`src/rtl/wcm_pkg.sv`:
```
// Shared types and constants for the wall column texture mapper.
// No dependencies; imported by wcm_muldiv and wall_column_texture_mapper.
package wcm_pkg;

    typedef enum logic [1:0] {
        UNIT_DIV = 2'b01,
        UNIT_MUL = 2'b10
    } wcm_unit_op_t;

    typedef struct packed {
        logic         start;
        wcm_unit_op_t op;
    } wcm_unit_req_t;

    typedef enum logic [5:0] {
        S_IDLE = 6'b000001,
        S_STEP = 6'b000010,
        S_EYE  = 6'b000100,
        S_MUL  = 6'b001000,
        S_ROW  = 6'b010000,
        S_FIN  = 6'b100000
    } wcm_state_t;

    typedef enum logic [2:0] {
        REG_TEX_WIDTH_LOG2  = 3'd0,
        REG_TEX_HEIGHT_LOG2 = 3'd1,
        REG_SCREEN_HEIGHT   = 3'd2,
        REG_PITCH_OFFSET    = 3'd3,
        REG_EYE_HEIGHT      = 3'd4
    } wcm_reg_idx_t;

    localparam int UNIT_W      = 32;
    localparam int HIT_SCALE_LOG2 = 10;
    localparam logic [47:0] POS_MAX = 48'h7FFF_FFFF_FFFF;
    localparam logic [47:0] POS_MIN = 48'h8000_0000_0000;

endpackage

```
`src/rtl/wcm_muldiv.sv`:
```
// Shared iterative unit: restoring divide or shift-add multiply, one bit a cycle.
// Depends on wcm_pkg. One 34-bit adder serves both operations.
module wcm_muldiv (
    input  logic                  clk,
    input  logic                  rst_n,
    input  wcm_pkg::wcm_unit_req_t req,
    input  logic [31:0]           a,
    input  logic [31:0]           b,
    output logic                  done,
    output logic [63:0]           result
);
    import wcm_pkg::*;

    logic [31:0]  hi_reg, hi_next;
    logic [31:0]  lo_reg, lo_next;
    logic [31:0]  a_reg;
    logic [31:0]  b_reg;
    wcm_unit_op_t op_reg;
    logic [5:0]   cnt_reg, cnt_next;
    logic         busy_reg, busy_next;
    logic         done_reg, done_next;

    logic [33:0]  add_x, add_y, add_sum;
    logic         is_div;

    assign is_div = (op_reg == UNIT_DIV);

    // shared adder
    always_comb
    begin
        if (is_div)
        begin
            add_x = {1'b0, hi_reg, lo_reg[31]};
            add_y = ~{2'b00, b_reg};
            add_sum = add_x + add_y + 34'd1;
        end
        else
        begin
            add_x = {2'b00, hi_reg};
            add_y = {2'b00, lo_reg[0] ? a_reg : 32'd0};
            add_sum = add_x + add_y;
        end
    end

    always_comb
    begin
        hi_next   = hi_reg;
        lo_next   = lo_reg;
        cnt_next  = cnt_reg;
        busy_next = busy_reg;
        done_next = 1'b0;
        if (req.start)
        begin
            hi_next   = '0;
            lo_next   = b;
            cnt_next  = '0;
            busy_next = 1'b1;
        end
        else if (busy_reg)
        begin
            if (is_div)
            begin
                if (!add_sum[33])
                begin
                    hi_next = add_sum[31:0];
                    lo_next = {lo_reg[30:0], 1'b1};
                end
                else
                begin
                    hi_next = {hi_reg[30:0], lo_reg[31]};
                    lo_next = {lo_reg[30:0], 1'b0};
                end
            end
            else
            begin
                hi_next = add_sum[32:1];
                lo_next = {add_sum[0], lo_reg[31:1]};
            end
            cnt_next = cnt_reg + 6'd1;
            if (cnt_reg == 6'(UNIT_W - 1))
            begin
                busy_next = 1'b0;
                done_next = 1'b1;
            end
        end
    end

    // divide loads the dividend into lo, multiply the multiplier
    always_ff @(posedge clk)
    begin
        if (req.start)
        begin
            op_reg <= req.op;
            if (req.op == UNIT_DIV)
            begin
                a_reg <= b;
                b_reg <= b;
            end
            else
            begin
                a_reg <= a;
                b_reg <= b;
            end
        end
    end

    always_ff @(posedge clk)
    begin
        hi_reg <= (req.start && req.op == UNIT_DIV) ? 32'd0 : hi_next;
        lo_reg <= (req.start && req.op == UNIT_DIV) ? a : lo_next;
        cnt_reg <= cnt_next;
    end

    always_ff @(posedge clk or negedge rst_n)
    begin
        if (!rst_n)
        begin
            busy_reg <= 1'b0;
            done_reg <= 1'b0;
        end
        else
        begin
            busy_reg <= busy_next;
            done_reg <= done_next;
        end
    end

    assign done   = done_reg;
    assign result = is_div ? {32'd0, lo_reg} : {hi_reg, lo_reg};
endmodule

```
`config.mk`:
```
export PLATFORM = sky130hd
export DESIGN_NAME = wcm_muldiv
export DESIGN_NICKNAME = d
export VERILOG_FILES = /design/src/rtl/wcm_pkg.sv /design/src/rtl/wcm_muldiv.sv
export SDC_FILE = /design/constraint.sdc
export NUM_CORES = 1
export LEC_CHECK = 0
export BUFFER_PORTS_ARGS = -buffer_cell sky130_fd_sc_hd__buf_2
export CORE_MARGIN = 5
export CORE_UTILIZATION = 46
export CTS_CLUSTER_DIAMETER = 80
export DETAILED_ROUTE_END_ITERATION = 8
export PLACE_DENSITY_LB_ADDON = 0.2
export SKIP_LAST_GASP = 1
export SLEW_MARGIN = 0
export SYNTH_ARGS = -nofsm -noshare
export SYNTH_HDL_FRONTEND = slang
export SYNTH_SLANG_ARGS = --single-unit
```
`constraint.sdc`:
```
create_clock -name clk -period 3.8 [get_ports clk]
set_clock_uncertainty 0.05 [all_clocks]
set_input_delay 0.38 -clock clk [delete_from_list [all_inputs] [get_ports clk]]
set_output_delay 0.38 -clock clk [all_outputs]
set_load 0.01 [all_outputs]
```
==> tab_implementation.tex <==
\begin{tabular}{lr}
\hline
Metric & Value \\
\hline
\multicolumn{2}{l}{\textbf{Run status}} \\
Run status & complete, no violations \\
\multicolumn{2}{l}{\textbf{Synth}} \\
Post-synthesis mux area share & 0.0197 \\
Synth area leader & edfxtp\_1 \\
Cell area after synthesis & 0.0103 mm2 \\
Ys flop type & edfxtp\_1 \\
Instance count of the mapped netlist & between 1000 and 1500 \\
Dominant combinational cell family by area after synthesis & simple AND/OR/NAND/NOR gates \\
Part of the Yosys area used for sequential elements & 0.363 \\
Share of synthesized cell area in full adder, half adder and majority cells & 0.0825 \\
Area share of the largest cell type after synthesis & 0.284 \\
Mean cell area of the mapped netlist & approximately 8.5 um2 \\
Share of synthesized flip-flops with an asynchronous set or reset & 0.0145 \\
Net count of the mapped netlist & approximately 1400 \\
Share of synthesized cell area in and, or, nand and nor gates & 0.227 \\
Syn. warnings & 0 \\
Synthesized-area fraction occupied by ao, oa, aoi and oai cells & 0.213 \\
Synthesized-area fraction occupied by xor and xnor cells & 0.0466 \\
Largest cells by area after synthesis & edfxtp\_1 (28\%), nand2\_1 (8.5\%), ha\_1 (7.9\%), dfxtp\_1 (7.4\%), and2\_1 (5.9\%) \\
Number of library cell types mapped by synthesis & a little under 80 \\
Number of storage elements in the synthesis netlist & approximately 140 \\
Number of enable flip-flop cells after synthesis & around 100 \\
\multicolumn{2}{l}{\textbf{Global route}} \\
First-pass GRT wire length & 47700 um \\
Total track usage & 0.230 \\
Largest net degree at the start of global routing & about 120 \\
Overflow after GRT & 0 \\
Antenna violations before repair & 0 \\
Vias in the first global route & a little under 9000 \\
\multicolumn{2}{l}{\textbf{Job}} \\
Max-cap check violation count & 0 \\
\multicolumn{2}{l}{\textbf{Clocking}} \\
Clock latency on the worst-skew pair & 0.42 ns \\
Clk slew on worst S/H paths & roughly 0.07 ns \\
TritonCTS Sinks & around 140 \\
H-tree levels & 4 \\
Number of buffers inserted during clock tree synthesis & 17 \\
Maximum buffer depth of the clock tree & 2 \\
Resized Gates After CTS & 0 \\
TritonCTS clock tree & built \\
Clock Root Buffer & clkbuf\_16 \\
\multicolumn{2}{l}{\textbf{Timing}} \\
Worst max-slew margin expressed relative to the limit & 0.380 \\
Transition time of the tightest slew-check pin & 0.930 ns \\
Total setup violations reported at the end of the flow & 0 \\
RSZ-0062 raised after global routing & false \\
Hold Fails Final Rpt & 0 \\
Highest achievable clock rate & about 0.3 GHz \\
Fin crit share & 0.894 \\
Time the final worst path needs with I/O delays and setup & $\sim$3.4 ns \\
Max-slew violation count & 0 \\
Total negative setup slack & 0 ns \\
\multicolumn{2}{l}{\textbf{Critical path}} \\
Critical Path Sink Type & flip-flop \\
Worst-path maximum fanout & 10 \\
Required time at the worst-slack endpoint & between 4 and 5 ns \\
Kind of start point of the critical path & flip-flop \\
Critical path class & flip-flop to flip-flop \\
Arrival time at the worst endpoint & approximately 3.7 ns \\
\multicolumn{2}{l}{\textbf{Pwr}} \\
Switching part of the total power & 0.385 \\
Combinational Power Share & 0.400 \\
Switching pwr & 0.00239 W \\
Clk pwr share & 0.269 \\
Internal power & about 0.0038 W \\
Cell leakage power & between 5 and 6 nW \\
Worst-case vdd ir drop & 270 uV \\
Sequential fraction of design power & 0.332 \\
Total power per unit cell area & 525 mW/mm2 \\
\multicolumn{2}{l}{\textbf{Drt}} \\
Total vias in the final route & between 9000 and 10000 \\
Routed via count divided by cell count & 5.70 \\
Routed wire length & approximately 30000 um \\
Antenna-violating nets left & 0 \\
Violation count after the first detailed-route iteration & 890 \\
Detailed-route wire length per cell & 18.4 um \\
DRC violation count after routing & 0 \\
DR pass1 iterations & 5 \\
\multicolumn{2}{l}{\textbf{Floorplan}} \\
Chip height & between 150 and 200 um \\
Floorplan core area & $\sim$0.022 mm2 \\
Die area & 0.0256 mm2 \\
Die Span X & 160 um \\
Core Rows & 54 \\
I/O pin cnt & approximately 130 \\
Initial cell density of the core & 0.471 \\
\multicolumn{2}{l}{\textbf{Cells and area}} \\
Final net count & 1456 \\
Signed area change from the synthesized netlist to the final layout & 14.1\% \\
Non-filler instance count after layout & 1613 \\
Fraction of final layout cells sized beyond drive strength 1 & 0.165 \\
Fill count & slightly above 2000 \\
Number of antenna diodes & 0 \\
\multicolumn{2}{l}{\textbf{Hold path}} \\
Hold WC Path Type & input port to flip-flop \\
\multicolumn{2}{l}{\textbf{Placement}} \\
Post-detail-place hpwl & $\sim$22000 um \\
Number of placed cells counting well taps & 1580 \\
Final RePlAce weighted congestion & about 0.97 \\
Port Buf Inserts & 133 \\
\hline
\end{tabular}
[cell usage after synthesis, types with 30 or more instances]
master,n
a31oi_1,38
ha_1,65
xnor2_1,30
o21ai_0,43
a21oi_1,78
nand2_1,235
and2_1,98
edfxtp_1,98
dfxtp_1,38
clkbuf_1,54
nor2_1,89
inv_1,49
a211oi_1,49
[final timing paths]
| kind | startpoint | end | slack [ns] | cells after the start |
|---|---|---|---|---|
| min in group asynchronous | rst_n | done | 0.23 | 2 |
| hold reg to reg | cnt_reg[5] | cnt_reg[5] | 0.45 | 2 |
| hold / removal | b[3] | b_reg[3] | 0.11 | 1 |
| setup / recovery | lo_reg[0] | hi_reg[23] | 0.40 | 12 |
| setup reg to reg | lo_reg[0] | hi_reg[23] | 0.40 | 12 |
| max in group asynchronous | rst_n | busy_reg | 3.38 | 2 |
[critical path: stages (launching register included)]
cell,delay (ns)
edfxtp_1,0.50
and2_1,0.19
ha_1,0.24
fa_1,0.45
a211oi_1,0.26
o21a_1,0.23
a21oi_1,0.11
a211oi_1,0.41
o31a_1,0.28
o21ai_0,0.12
mux2i_1,0.18
o221ai_1,0.13
o21ai_0,0.16
[metal layers]
metal	up-vias	part of all wire	routed length [um]	GRT usage
met2	364	0.41	12300	0.324
met5	-	0	0	0
li1	4551	-	-	-
met1	4264	0.49	14400	0.355
met4	0	0.017	506	0.0575
met3	22	0.083	2470	0.0508
[placed cells by master (no fill, tap or decap), types with 4 or more instances in the layout]
master and n:
a31oi_1 38, nor4_1 4, clkbuf_16 17, buf_2 132
nor3_1 19, edfxtp_1 98, o21a_1 8, nor2_1 89
nor2b_1 8, inv_1 49, inv_6 7, mux2_4 8
buf_4 14, a211oi_1 49, nand3_1 8, a311oi_2 4
o211ai_1 6, ha_1 65, o21ai_0 43, o31ai_1 6
a21oi_1 78, xor2_1 25, o32ai_1 6, dfxtp_1 38
xnor2_1 30, nand4_1 10, a21o_1 25, o21bai_1 12
nand2b_1 9, and2_1 98, mux2i_1 5, nand2_1 235
and3_1 8
[through the flow]
stage | power (W) | utilization | setup WS (ns) | instance area, um2 | hold slack (ns)
2_1_floorplan | 0.00384 | - | 0.837 | 10300 | 0.0344
3_3_place_gp | 0.00451 | 0.511 | 0.527 | 11200 | 0.117
3_5_place_dp | 0.00451 | 0.511 | 0.444 | 11200 | 0.120
4_1_cts | 0.00620 | 0.538 | 0.408 | 11800 | 0.0972
5_1_grt | 0.00658 | 0.538 | 0.136 | 11800 | 0.0969
6_report | 0.00620 | 0.538 | 0.402 | 11800 | 0.114
[power groups by stage]
stage / Combinational (W) / Sequential [W] / Clock (W)
3_5_place_dp: 0.00244 / 0.00208 / 0
4_1_cts: 0.00245 / 0.00205 / 0.00170
2_1_floorplan: 0.00184 / 0.00200 / 0
5_1_grt: 0.00274 / 0.00207 / 0.00177
3_3_place_gp: 0.00243 / 0.00208 / 0
6_report: 0.00248 / 0.00205 / 0.00166
[repair_timing]
item	in CTS	in global routing
setup buffers	0	0
endpoints found under the hold margin	2	0
hold buffers	1	0
[cells by family (layout without fill, tap and decap cells)]
family | count (synthesis) | in the layout
AOI/OAI and AO/OA | 320 | 320
xor gates and xnor gates | 55 | 55
adders and majority gates | 67 | 67
buffers and inverters | 117 | 232
DFF | 138 | 138
muxes | 16 | 16
and+or+nand+nor | 505 | 505
[layout make-up]
class / instances / area [um2] / share of cell area
clock inverters: 15 / 153 / 0.0129
repair buffers: 150 / 827 / 0.0701
well taps: 280 / 350 / 0.0297
inverters: 50 / 188 / 0.0159
clock buffers: 17 / 425 / 0.0360
flip-flops and latches: 138 / 3750 / 0.318
multi-input cells: 963 / 6110 / 0.517
(Power assumes the default switching activity.)
